`config.mk`:
```
export PLATFORM = sky130hd
export DESIGN_NAME = dst_offset_from_epoch_top
export DESIGN_NICKNAME = d
export VERILOG_FILES = /design/src/hw/rtl/dst_ofs_pkg.sv /design/src/hw/rtl/dst_offset_from_epoch_top.sv
export SDC_FILE = /design/constraint.sdc
export NUM_CORES = 1
export LEC_CHECK = 0
export BUFFER_PORTS_ARGS = -buffer_cell sky130_fd_sc_hd__buf_4
export CAP_MARGIN = 20
export CORE_AREA = 4 4 213 215
export CTS_CLUSTER_SIZE = 25
export DETAILED_ROUTE_END_ITERATION = 8
export DIE_AREA = 0 0 217 219
export PLACE_DENSITY = 0.89
export SYNTH_ARGS = -nofsm -noshare
export SYNTH_HDL_FRONTEND = slang
export SYNTH_SLANG_ARGS = --single-unit
```
`constraint.sdc`:
```
create_clock -name clk -period 6.3 [get_ports clk]
set_input_delay 0.945 -clock clk [delete_from_list [all_inputs] [get_ports clk]]
set_output_delay 0.945 -clock clk [all_outputs]
set_load 0.005 [all_outputs]
```
`src/hw/rtl/dst_ofs_pkg.sv`:
```
// ----------------------------------------------------------------------------
// dst_ofs_pkg - shared constants and helpers for the DST offset block
// Calendar bounds, reciprocal constants, register map and a small mod-7 helper.
// ----------------------------------------------------------------------------
package dst_ofs_pkg;

    // Register map (index = paddr[2])
    localparam logic REG_ZONE_OFFSET = 1'b0;

    // Valid span: 2000-01-01 00:00:00 .. 2099-12-31 23:59:59
    localparam logic [31:0] FIRST_VALID_SEC = 32'd946684800;
    localparam logic [31:0] LAST_VALID_SEC  = 32'd4102444799;

    localparam logic [16:0] SECS_PER_DAY  = 17'd86400;
    localparam logic [16:0] DST_EDGE_SECS = 17'd7200;    // 02:00 into the day
    localparam logic [11:0] DST_SECS      = 12'd3600;
    localparam logic [15:0] EPOCH_TO_2000_DAYS = 16'd10957;

    // (t >> 7) / 675 == t / 86400, exact for 25-bit dividends
    localparam logic [25:0] DAY_RECIP       = 26'd50903317;
    localparam int          DAY_RECIP_SHIFT = 35;

    // d / 1461, exact for 16-bit dividends
    localparam logic [15:0] CYCLE_RECIP       = 16'd45934;
    localparam int          CYCLE_RECIP_SHIFT = 26;
    localparam logic [15:0] CYCLE_DAYS        = 16'd1461;

    // Start of each year in a four-year cycle (first year is the leap year)
    localparam logic [10:0] YEAR1_START = 11'd366;
    localparam logic [10:0] YEAR2_START = 11'd731;
    localparam logic [10:0] YEAR3_START = 11'd1096;

    // Day-of-year starts in a common year
    localparam logic [8:0] MAR_START = 9'd59;
    localparam logic [8:0] APR_START = 9'd90;
    localparam logic [8:0] NOV_START = 9'd304;
    localparam logic [8:0] DEC_START = 9'd334;

    // Weekday offset: first of March / November in cycle q, year y is
    // Sunday-based weekday (WD_BASE + 5q + y) mod 7
    localparam logic [7:0] WD_BASE = 8'd10;

    // x mod 7 for an 8-bit x, by reciprocal 293 / 2^11
    function automatic logic [2:0] mod7(input logic [7:0] x);
        logic [18:0] prod;
        logic [7:0]  quot;
        logic [7:0]  rem;
        prod = 19'(x) * 19'd293;
        quot = prod[18:11];
        rem  = x - 8'(quot * 8'd7);
        return rem[2:0];
    endfunction

endpackage

```
`src/hw/rtl/dst_offset_from_epoch_top.sv`:
```
// ----------------------------------------------------------------------------
// dst_offset_from_epoch_top - US daylight saving decision for a local time
// Seven-stage pipeline from Unix seconds to DST flag and total zone offset.
// ----------------------------------------------------------------------------
// Takes a local wall-clock time in Unix seconds and tells whether US daylight
// saving time applies: always in April..October, in March from 02:00 on the
// second Sunday, in November until 02:00 on the first Sunday, never in
// January, February or December. Times before 2000 or after 2099 are clamped
// to the nearest end of that span and flagged out_of_range. One word is taken
// per clock as long as the result side accepts, through a seven-stage
// pipeline. Back-pressure on the result side stalls only the stages that are
// full, so bubbles are squeezed out. zone_offset is programmed over the APB
// port at byte address 0 and is applied in the last stage; change it only
// while the pipeline is empty.
// ----------------------------------------------------------------------------
module dst_offset_from_epoch_top
(
    input  logic               clk,
    input  logic               rst_n,

    // APB configuration port
    input  logic               psel,
    input  logic               penable,
    input  logic               pwrite,
    input  logic [2:0]         paddr,
    input  logic [31:0]        pwdata,
    output logic [31:0]        prdata,
    output logic               pready,

    // Time word in
    input  logic               time_valid,
    output logic               time_ready,
    input  logic [31:0]        local_time,

    // Result word out
    output logic               result_valid,
    input  logic               result_ready,
    output logic               dst_active,
    output logic [11:0]        dst_offset,
    output logic signed [16:0] total_offset,
    output logic               out_of_range
);

    localparam int NUM_STAGES = 7;

    // ------------------------------------------------------------------
    // Configuration register
    // ------------------------------------------------------------------
    logic signed [16:0] zone_offset_reg;
    logic               cfg_write;

    assign pready    = 1'b1;
    assign cfg_write = psel && penable && pwrite
                       && (paddr[2] == dst_ofs_pkg::REG_ZONE_OFFSET);

    always_ff @(posedge clk or negedge rst_n)
    begin
        if (!rst_n)
        begin
            zone_offset_reg <= '0;
        end
        else if (cfg_write)
        begin
            zone_offset_reg <= signed'(pwdata[16:0]);
        end
    end

    always_comb
    begin
        if (paddr[2] == dst_ofs_pkg::REG_ZONE_OFFSET)
        begin
            prdata = {{15{zone_offset_reg[16]}}, zone_offset_reg};
        end
        else
        begin
            prdata = '0;
        end
    end

    // ------------------------------------------------------------------
    // Stage control: a stage loads when it is empty or its successor moves
    // ------------------------------------------------------------------
    logic [NUM_STAGES-1:0] valid_reg;
    logic [NUM_STAGES-1:0] stage_en;

    always_comb
    begin
        stage_en[NUM_STAGES-1] = !valid_reg[NUM_STAGES-1] || result_ready;
        for (int i = NUM_STAGES - 2; i >= 0; i--)
        begin
            stage_en[i] = !valid_reg[i] || stage_en[i+1];
        end
    end

    assign time_ready   = stage_en[0];
    assign result_valid = valid_reg[NUM_STAGES-1];

    always_ff @(posedge clk or negedge rst_n)
    begin
        if (!rst_n)
        begin
            valid_reg <= '0;
        end
        else
        begin
            if (stage_en[0])
            begin
                valid_reg[0] <= time_valid;
            end
            for (int i = 1; i < NUM_STAGES; i++)
            begin
                if (stage_en[i])
                begin
                    valid_reg[i] <= valid_reg[i-1];
                end
            end
        end
    end

    // ------------------------------------------------------------------
    // Stage 1: clamp to the 2000..2099 span
    // ------------------------------------------------------------------
    logic [31:0] s1_time_reg, s1_time_next;
    logic        s1_oor_reg,  s1_oor_next;

    always_comb
    begin
        s1_time_next = local_time;
        s1_oor_next  = 1'b0;
        if (local_time < dst_ofs_pkg::FIRST_VALID_SEC)
        begin
            s1_time_next = dst_ofs_pkg::FIRST_VALID_SEC;
            s1_oor_next  = 1'b1;
        end
        else if (local_time > dst_ofs_pkg::LAST_VALID_SEC)
        begin
            s1_time_next = dst_ofs_pkg::LAST_VALID_SEC;
            s1_oor_next  = 1'b1;
        end
    end

    always_ff @(posedge clk)
    begin
        if (stage_en[0])
        begin
            s1_time_reg <= s1_time_next;
            s1_oor_reg  <= s1_oor_next;
        end
    end

    // ------------------------------------------------------------------
    // Stage 2: day number since 1970 via reciprocal of 86400
    // ------------------------------------------------------------------
    logic [50:0] s2_prod;
    logic [15:0] s2_days_reg, s2_days_next;
    logic [31:0] s2_time_reg;
    logic        s2_oor_reg;

    assign s2_prod      = 51'(s1_time_reg[31:7]) * 51'(dst_ofs_pkg::DAY_RECIP);
    assign s2_days_next = 16'(s2_prod >> dst_ofs_pkg::DAY_RECIP_SHIFT);

    always_ff @(posedge clk)
    begin
        if (stage_en[1])
        begin
            s2_days_reg <= s2_days_next;
            s2_time_reg <= s1_time_reg;
            s2_oor_reg  <= s1_oor_reg;
        end
    end

    // ------------------------------------------------------------------
    // Stage 3: seconds into the day, day number since 2000
    // ------------------------------------------------------------------
    logic [31:0] s3_day_base;
    logic [16:0] s3_sod;
    logic [15:0] s3_d_reg, s3_d_next;
    logic        s3_late_reg, s3_late_next;   // at or after 02:00
    logic        s3_oor_reg;

    assign s3_day_base  = 32'(s2_days_reg) * 32'(dst_ofs_pkg::SECS_PER_DAY);
    assign s3_sod       = 17'(s2_time_reg - s3_day_base);
    assign s3_late_next = (s3_sod >= dst_ofs_pkg::DST_EDGE_SECS);
    assign s3_d_next    = s2_days_reg - dst_ofs_pkg::EPOCH_TO_2000_DAYS;

    always_ff @(posedge clk)
    begin
        if (stage_en[2])
        begin
            s3_d_reg    <= s3_d_next;
            s3_late_reg <= s3_late_next;
            s3_oor_reg  <= s2_oor_reg;
        end
    end

    // ------------------------------------------------------------------
    // Stage 4: four-year cycle number
    // ------------------------------------------------------------------
    logic [31:0] s4_prod;
    logic [4:0]  s4_cyc_reg, s4_cyc_next;
    logic [15:0] s4_d_reg;
    logic        s4_late_reg;
    logic        s4_oor_reg;

    assign s4_prod     = 32'(s3_d_reg) * 32'(dst_ofs_pkg::CYCLE_RECIP);
    assign s4_cyc_next = 5'(s4_prod >> dst_ofs_pkg::CYCLE_RECIP_SHIFT);

    always_ff @(posedge clk)
    begin
        if (stage_en[3])
        begin
            s4_cyc_reg  <= s4_cyc_next;
            s4_d_reg    <= s3_d_reg;
            s4_late_reg <= s3_late_reg;
            s4_oor_reg  <= s3_oor_reg;
        end
    end

    // ------------------------------------------------------------------
    // Stage 5: year within cycle and day of year
    // ------------------------------------------------------------------
    logic [15:0] s5_cyc_base;
    logic [10:0] s5_rem;
    logic [10:0] s5_year_base;
    logic [1:0]  s5_yic_reg, s5_yic_next;
    logic [8:0]  s5_doy_reg, s5_doy_next;
    logic [4:0]  s5_cyc_reg;
    logic        s5_late_reg;
    logic        s5_oor_reg;

    assign s5_cyc_base = 16'(s4_cyc_reg) * dst_ofs_pkg::CYCLE_DAYS;
    assign s5_rem      = 11'(s4_d_reg - s5_cyc_base);

    always_comb
    begin
        if (s5_rem < dst_ofs_pkg::YEAR1_START)
        begin
            s5_yic_next  = 2'd0;
            s5_year_base = '0;
        end
        else if (s5_rem < dst_ofs_pkg::YEAR2_START)
        begin
            s5_yic_next  = 2'd1;
            s5_year_base = dst_ofs_pkg::YEAR1_START;
        end
        else if (s5_rem < dst_ofs_pkg::YEAR3_START)
        begin
            s5_yic_next  = 2'd2;
            s5_year_base = dst_ofs_pkg::YEAR2_START;
        end
        else
        begin
            s5_yic_next  = 2'd3;
            s5_year_base = dst_ofs_pkg::YEAR3_START;
        end
        s5_doy_next = 9'(s5_rem - s5_year_base);
    end

    always_ff @(posedge clk)
    begin
        if (stage_en[4])
        begin
            s5_yic_reg  <= s5_yic_next;
            s5_doy_reg  <= s5_doy_next;
            s5_cyc_reg  <= s4_cyc_reg;
            s5_late_reg <= s4_late_reg;
            s5_oor_reg  <= s4_oor_reg;
        end
    end

    // ------------------------------------------------------------------
    // Stage 6: month class, day of month, weekday of the 1st
    // ------------------------------------------------------------------
    logic [8:0] s6_leap;
    logic [8:0] s6_mar, s6_apr, s6_nov, s6_dec;
    logic       s6_is_mar_reg, s6_is_mar_next;
    logic       s6_is_nov_reg, s6_is_nov_next;
    logic       s6_summer_reg, s6_summer_next;
    logic [4:0] s6_dom_reg,    s6_dom_next;      // day of month, from 0
    logic [2:0] s6_wd_reg,     s6_wd_next;       // weekday of the 1st, 0 = Sunday
    logic [7:0] s6_wd_sum;
    logic       s6_late_reg;
    logic       s6_oor_reg;

    assign s6_leap = (s5_yic_reg == 2'd0) ? 9'd1 : 9'd0;
    assign s6_mar  = dst_ofs_pkg::MAR_START + s6_leap;
    assign s6_apr  = dst_ofs_pkg::APR_START + s6_leap;
    assign s6_nov  = dst_ofs_pkg::NOV_START + s6_leap;
    assign s6_dec  = dst_ofs_pkg::DEC_START + s6_leap;

    assign s6_is_mar_next = (s5_doy_reg >= s6_mar) && (s5_doy_reg < s6_apr);
    assign s6_summer_next = (s5_doy_reg >= s6_apr) && (s5_doy_reg < s6_nov);
    assign s6_is_nov_next = (s5_doy_reg >= s6_nov) && (s5_doy_reg < s6_dec);
    assign s6_dom_next    = s6_is_mar_next ? 5'(s5_doy_reg - s6_mar)
                                           : 5'(s5_doy_reg - s6_nov);

    // March 1st and November 1st share a weekday offset within the year
    assign s6_wd_sum  = dst_ofs_pkg::WD_BASE + 8'(s5_cyc_reg) * 8'd5 + 8'(s5_yic_reg);
    assign s6_wd_next = dst_ofs_pkg::mod7(s6_wd_sum);

    always_ff @(posedge clk)
    begin
        if (stage_en[5])
        begin
            s6_is_mar_reg <= s6_is_mar_next;
            s6_is_nov_reg <= s6_is_nov_next;
            s6_summer_reg <= s6_summer_next;
            s6_dom_reg    <= s6_dom_next;
            s6_wd_reg     <= s6_wd_next;
            s6_late_reg   <= s5_late_reg;
            s6_oor_reg    <= s5_oor_reg;
        end
    end

    // ------------------------------------------------------------------
    // Stage 7: Sunday rule, offsets, output register
    // ------------------------------------------------------------------
    logic [4:0]         s7_first_sun;    // day of month of the first Sunday
    logic [4:0]         s7_second_sun;
    logic               s7_dst_mar;
    logic               s7_dst_nov;
    logic               s7_dst_next;
    logic [11:0]        s7_dst_ofs_next;
    logic signed [16:0] s7_total_next;

    logic               dst_active_reg;
    logic [11:0]        dst_offset_reg;
    logic signed [16:0] total_offset_reg;
    logic               out_of_range_reg;

    assign s7_first_sun  = (s6_wd_reg == 3'd0) ? 5'd0 : 5'(3'd7 - s6_wd_reg);
    assign s7_second_sun = s7_first_sun + 5'd7;

    // on from 02:00 on the second Sunday of March
    assign s7_dst_mar = (s6_dom_reg > s7_second_sun)
                        || ((s6_dom_reg == s7_second_sun) && s6_late_reg);
    // on until 02:00 on the first Sunday of November
    assign s7_dst_nov = (s6_dom_reg < s7_first_sun)
                        || ((s6_dom_reg == s7_first_sun) && !s6_late_reg);

    assign s7_dst_next = s6_summer_reg
                         || (s6_is_mar_reg && s7_dst_mar)
                         || (s6_is_nov_reg && s7_dst_nov);

    assign s7_dst_ofs_next = s7_dst_next ? dst_ofs_pkg::DST_SECS : '0;
    assign s7_total_next   = zone_offset_reg + signed'(17'(s7_dst_ofs_next));

    always_ff @(posedge clk)
    begin
        if (stage_en[6])
        begin
            dst_active_reg   <= s7_dst_next;
            dst_offset_reg   <= s7_dst_ofs_next;
            total_offset_reg <= s7_total_next;
            out_of_range_reg <= s6_oor_reg;
        end
    end

    assign dst_active   = dst_active_reg;
    assign dst_offset   = dst_offset_reg;
    assign total_offset = total_offset_reg;
    assign out_of_range = out_of_range_reg;

endmodule
```
Word-level counts from Yosys, hierarchy flattened

Cells that the tools add are included.

Flip-flop bits (word level): 189
Latch bits: 0
Memory bits (writable): 0
ROM bits: 0
Output and inout port bits: 66
Memories: 0

Add/sub/neg operators: 16
$mul: 7
Divide/modulo/power cells: 0
$lt $le $gt $ge: 14
Eq/ne operators: 2
Shift operators: 0
Multiplexer cells: 12
Bitwise gates (word level): 1
Reduce and logical (&&, ||, !) cells: 33

Operators by type and width:

| cell                                                                     | count |
|---|---|
| 32-bit two-way mux                                                       | 2 |
| 25-bit by 26-bit multiplier with 51-bit output (second input constant)   | 1 |
| 32-bit greater-than comparator (second input constant)                   | 1 |
| 32-bit by 30-bit < comparator with 1-bit output (second input constant)  | 1 |
| 16-bit by 15-bit multiplier with 30-bit output (second input constant)   | 1 |
| 9-bit by 1-bit adder with 9-bit output (first input constant)            | 2 |
| 9-bit < comparator                                                       | 2 |
| 9-bit two-way mux                                                        | 2 |
| 17-bit by 13-bit adder with 17-bit output                                | 1 |
| 17-bit by 13-bit >= comparator with 1-bit output (second input constant) | 1 |
| 8-bit by 9-bit multiplier with 17-bit output (second input constant)     | 1 |
| 17-bit subtractor                                                        | 1 |
| 16-bit by 10-bit multiplier with 10-bit output (second input constant)   | 1 |
| 16-bit by 14-bit subtractor with 16-bit output (second input constant)   | 1 |
| 12-bit two-way mux                                                       | 1 |
| 1-bit logical OR                                                         | 11 |
| 11-bit by 10-bit < comparator with 1-bit output (second input constant)  | 1 |
| 11-bit < comparator (second input constant)                              | 1 |
| 11-bit by 9-bit < comparator with 1-bit output (second input constant)   | 1 |
| 5-bit by 11-bit multiplier with 11-bit output (second input constant)    | 1 |
| 11-bit subtractor                                                        | 1 |
| 5-bit == test                                                            | 2 |
| 1-bit logical AND                                                        | 10 |
| 5-bit two-way mux                                                        | 2 |
| 24 further kinds                                                         | 36 |

Longest topological paths before layout

Depth in word-level cells: 11
Gate-level depth with buffers: 28
Gate-level depth less buffers: 28

Worst setup path before layout

Ideal clock, no wire load.

Path kind: reg-to-reg
Start point: register s1_time_reg[30]
End point: register s2_days_reg[15] (data pin)
Library setup time: 271 ps
Arrival time: 6156 ps
Required time: 6029 ps
Slack: -127 ps
Stages on the path, launching flop included: 23
Clock period less this slack: 6427 ps
Path through: edfxtp_1 -> fa_1 -> inv_1 -> fa_1 -> inv_1 -> fa_1 -> inv_1 -> fa_1 -> inv_1 -> fa_1 -> inv_1 -> fa_1 -> inv_1 -> ha_1 -> ha_1 -> and3_1 -> and2_1 -> a221o_1 -> o2bb2ai_1 -> a21oi_1 -> nor3_1 -> a2111oi_0 -> xnor2_1

Word-level cells in the longest chain between the ends: 1

RTL lines:

| item                                           | RTL line                         | RTL |
|---|---|---|
| start, declared                                | dst_offset_from_epoch_top.sv:123 | `logic [31:0] s1_time_reg, s1_time_next;` |
| start signal, assigned                         | dst_offset_from_epoch_top.sv:146 | `s1_time_reg <= s1_time_next;` |
| 25-bit by 26-bit multiplier with 51-bit output | dst_offset_from_epoch_top.sv:159 | `assign s2_prod = 51'(s1_time_reg[31:7]) * 51'(dst_ofs_pkg::DAY_RECIP);` |
| via s2_prod[50]                                | dst_offset_from_epoch_top.sv:154 | `logic [50:0] s2_prod;` |
| end signal, assigned                           | dst_offset_from_epoch_top.sv:166 | `s2_days_reg <= s2_days_next;` |
| end, declared                                  | dst_offset_from_epoch_top.sv:155 | `logic [15:0] s2_days_reg, s2_days_next;` |

The timed path passes the listed nets, and every way through them passes these cells.
A chain may end at the register's enable or synchronous reset.

Final worst setup path

Start point: register s1_time_reg[29]
End point: register s2_days_reg[15] (data pin)

The elaborated chain is that of the path after synthesis.

==> tab_implementation.tex <==
\begin{tabular}{lr}
\hline
Metric & Value \\
\hline
\multicolumn{2}{l}{\textbf{Setup path}} \\
\quad Critical path, cell by cell & buf\_4 > fa\_1 > inv\_2 > fa\_1 > inv\_2 > fa\_2 > inv\_2 > fa\_1 > inv\_2 > fa\_1 > inv\_2 > fa\_1 > inv\_2 > ha\_4 > ha\_4 > and3\_4 > and2\_4 > a221o\_1 > o2bb2ai\_2 > a21oi\_4 > nor3\_2 > a2111oi\_4 > xnor2\_1 \\
\quad Classification of the worst setup path & flip-flop to flip-flop \\
\quad CP endpoint & s2\_days\_reg[15]\$\_DFFE\_PP\_ \\
\quad Endpoint class of the critical path & flip-flop \\
\quad Largest fanout on the critical path & 4 \\
\quad Most used cell along the critical path & inv\_2 \\
\quad Start of the worst register-to-register path & s1\_time\_reg[29]\$\_SDFFCE\_PP1P\_ \\
\quad Data required time at the worst endpoint & 6.49 ns \\
\quad Cell with the biggest individual delay on the critical path & fa\_1 \\
\quad Delay of the slowest cell on the worst path & 0.77 ns \\
\quad Cell family contributing the most delay on the critical path & adder cells \\
\quad Launch point of the critical path & s1\_time\_reg[29]\$\_SDFFCE\_PP1P\_ \\
\quad Worst reg-to-reg path cell count & 23 \\
\quad Crit path buf inv count & 7 \\
\quad Slack of the worst reg-to-reg path & -0.59 ns \\
\quad Arrival time at the worst endpoint & 7.08 ns \\
\quad Kind of start point of the critical path & flip-flop \\
\quad Cell depth of the worst setup path & 23 \\
\quad Reg-to-reg critical path endpoint & s2\_days\_reg[15]\$\_DFFE\_PP\_ \\
\multicolumn{2}{l}{\textbf{Routing}} \\
\quad Post-DRT Antenna Nets & 0 \\
\quad Uppermost metal layer occupied by signal nets & met4 \\
\quad Routed wire length on met2 & 36.7 mm \\
\quad Iter 0 DRT Violations & 1,879 \\
\quad Router iterations before antenna repair & 7 \\
\quad Number of vias in the routed layout & 19,400 \\
\quad Detailed-route vias per instance & 5.98 \\
\quad Total met3 wirelength after detailed routing & 5.95 mm \\
\quad Met1 Wirelength & 24.1 mm \\
\quad Post-Route WL & 73.1 mm \\
\quad Wire length per cell & 22.6 um \\
\quad Post-route DRC & 0 \\
\multicolumn{2}{l}{\textbf{Synthesis}} \\
\quad Most used flip-flop cell after synthesis & edfxtp\_1 \\
\quad Leading area contributor after synthesis & ha\_1 \\
\quad Compound-Gate Fraction of Synth Area & 7.45\% \\
\quad Basic-gate share of the synthesized area counting and, or, nand and nor cells & 5.99\% \\
\quad Count of yosys warnings during synthesis & 0 \\
\quad Cell variety after synth & 72 \\
\quad Post-synthesis xor/xnor area fraction & 3.86\% \\
\quad Number of register bits inferred by synthesis & 167 \\
\quad Combinational family with the most area after synthesis & adder cells \\
\quad Ys async rst share & 14.4\% \\
\quad Synthesized instance count & 2,367 \\
\quad Dominant cells by area after synthesis & ha\_1 (27\%), fa\_1 (25\%), edfxtp\_1 (17\%) \\
\quad Fraction of synthesized area in multiplexers & 0.827\% \\
\quad Share of synthesized area occupied by flip-flops and latches & 19.6\% \\
\quad Area of the mapped netlist & 25,000 sq um \\
\quad Post-Synth Adder-Cell Area & 51.8\% \\
\quad Count of flip-flops with a built-in enable after synthesis & 143 \\
\quad Mean instance size in the synthesized netlist & 10.5 sq um \\
\quad Area share of the largest cell type after synthesis & 27.1\% \\
\multicolumn{2}{l}{\textbf{Place}} \\
\quad Count of buffers from port buffering & 113 \\
\quad DP HPWL & 52.1 mm \\
\quad Pre-CTS WS & -0.601 ns \\
\quad Final GP Congestion & 0.956 \\
\multicolumn{2}{l}{\textbf{Outcome}} \\
\quad Failing checks & negative setup slack \\
\quad Result of the run & finished, violations left \\
\multicolumn{2}{l}{\textbf{Global route}} \\
\quad Number of global-route vias before repair & 20,700 \\
\quad Number of antenna violations at the first check in global routing & 2 \\
\quad Wire length of the first global-routing pass & 105 mm \\
\quad Largest net degree at the start of global routing & 31 \\
\quad Congestion Overflow GR & 0 \\
\quad Total GRT Usage & 27.8\% \\
\multicolumn{2}{l}{\textbf{STA}} \\
\quad Final slew viol count & 0 \\
\quad Final setup violation count & 16 \\
\quad Slew at the pin with the worst max-slew slack & 1.13 ns \\
\quad Minimum clock period after layout & 6.89 ns \\
\quad Period Utilization, post-route & 109\% \\
\quad Unrepaired setup endpoints after global routing & true \\
\quad Setup WS post-layout & -0.593 ns \\
\quad Final Hold Fails & 0 \\
\quad Worst slew margin relative to its limit & 24.7\% \\
\quad Highest achievable clock rate & 145 MHz \\
\quad Clock skew & 0.0215 ns \\
\multicolumn{2}{l}{\textbf{Clock network}} \\
\quad Clock Tree Buf Depth & 2 \\
\quad Clock slew at the register clock pins of the worst setup and hold paths & 0.09 ns \\
\quad Hold buffers post-CTS & 0 \\
\quad Root Buffer & clkbuf\_16 \\
\quad Clock latency reported for the late side of the worst-skew pair & 0.46 ns \\
\quad H-Tree Depth & 4 \\
\quad Clock net sink count & 167 \\
\quad Clock tree from TritonCTS & done \\
\quad Inserted Clock Buffers & 17 \\
\multicolumn{2}{l}{\textbf{Floorplanning}} \\
\quad Placeable Area & 43,700 sq um \\
\quad Die extent in y & 219 um \\
\quad Die area & 47,500 sq um \\
\quad Number of top-level design ports & 140 \\
\quad Initial Util & 57.1\% \\
\quad Row count & 77 \\
\quad X dimension of the die & 217 um \\
\multicolumn{2}{l}{\textbf{Run}} \\
\quad Number of maximum-capacitance constraint violations & 0 \\
\multicolumn{2}{l}{\textbf{Cells and area}} \\
\quad Fraction of final layout cells sized beyond drive strength 1 & 18.4\% \\
\quad Count of nets after finishing & 3,551 \\
\quad Flip-flop count of the largest register, all copies and words added & 27 \\
\quad Filler cell count in the final layout & 2,805 \\
\quad Area grow syn2layout & 16.2\% \\
\multicolumn{2}{l}{\textbf{Worst hold path}} \\
\quad Tightest Hold Check Type & input pin to async pin \\
\hline
\end{tabular}
[layer usage]
metal  GRT usage, %  vias to the layer above
met4           15.7                        0
li1               -                     8217
met3           4.44                      516
met5              0                        -
met2           50.8                     1182
met1           30.8                     9443
[cell families (layout without fill, tap and decap cells)]
kind of cell	after synthesis	count (layout)
buffers and inverters	668	936
other	2	12
flip-flops	167	167
XOR/XNOR	110	110
AO/OA/AOI/OAI	279	279
adder cells (fa/ha/maj)	848	848
AND/OR/NAND/NOR	275	275
multiplexers	18	18
[worst reg2reg max path: cells and delay by family, from the launching register on]
family                     cells  cell delay (ns)
xor gates and xnor gates       1             0.14
buffers and inverters          7             0.66
adders and majority gates      8             4.03
AOI/OAI and AO/OA              4             0.97
DFF                            1             0.41
and+or+nand+nor                3             0.44
[cell usage in the layout, fill, tap and decap left out, types with 45 or more instances in the layout]
cell type    n
buf_4      252
ha_1       509
a21oi_1     61
a21o_1      46
edfxtp_1   143
nand2_1     51
inv_1      604
nor2_1      45
fa_1       289
xnor2_1     65
[worst min path at each step]
stage / depth (start not counted) / slack [ns] / to
after floorplan: 0 / 0.40 / out_of_range$_DFFE_PP_
after global placement: 0 / 0.40 / s4_oor_reg$_DFFE_PP_
after detailed placement: 0 / 0.41 / s3_oor_reg$_DFFE_PP_
after CTS: 1 / 0.40 / zone_offset_reg[0]$_DFFE_PN0P_
after global routing: 1 / 0.41 / zone_offset_reg[0]$_DFFE_PN0P_
final: 1 / 0.38 / zone_offset_reg[0]$_DFFE_PN0P_
[cell type report]
| cell class | instances | area [sq um] | share of cell area (%) |
|---|---|---|---|
| multi-input cells | 1539 | 18300 | 63.0 |
| flip-flops and latches | 167 | 4890 | 16.9 |
| inverters | 631 | 2370 | 8.17 |
| repair buffers | 273 | 2130 | 7.35 |
| well taps | 592 | 741 | 2.55 |
| clock buffers | 19 | 433 | 1.49 |
| clock inverters | 13 | 158 | 0.544 |
| diodes | 3 | 7.51 | 0.0259 |
[what timing repair did]
item                       4_1_cts  5_1_grt
hold endpoints to repair         0        0
gates resized for setup        105       85
pin swaps                       84       72
setup endpoints to repair       16       20
setup buffers                   14       26
[synth_stat cells (3+ instances only)]
cell       instances
a221oi_1           4
and3_1             7
o21bai_1          14
buf_4             28
a211oi_1           8
mux2_2            17
nor3_1            26
and4_1             7
a21oi_1           79
a211o_1            6
o31ai_1            3
or4_1              3
o2111ai_1          3
or2_2             11
dfrtp_1           24
nor4b_1            4
nor2_1            46
xnor2_1           73
a31oi_1            8
inv_1            630
clkbuf_1           9
a2111oi_0          3
o21a_1            21
nor4_1             8
nand4_1           23
edfxtp_1         143
o211ai_1          11
ha_1             540
nor3b_1            4
or3_1              6
nand2b_1          14
a21o_1            46
o41ai_1            3
nand2_1           53
nor2b_1           31
fa_1             308
nand3_1           17
o21ai_0           50
xor2_1            37
[per-stage QoR]
stage	std cells	hold slack [ns]	util (%)	area, sq um	TNS (ns)
floorplan	2374	0.400	-	25000	0
global placement	3163	0.401	62.3	27200	-2.27
detailed placement	3163	0.406	62.3	27200	-4.30
CTS	3209	0.399	65.0	28400	0
global route	3234	0.408	66.3	29000	-9.25
finish	3237	0.381	66.3	29000	-7.44
Power is left out: the tool's default activity adds up to more than one toggle a clock period on the data nets, which glitch-free logic cannot reach.
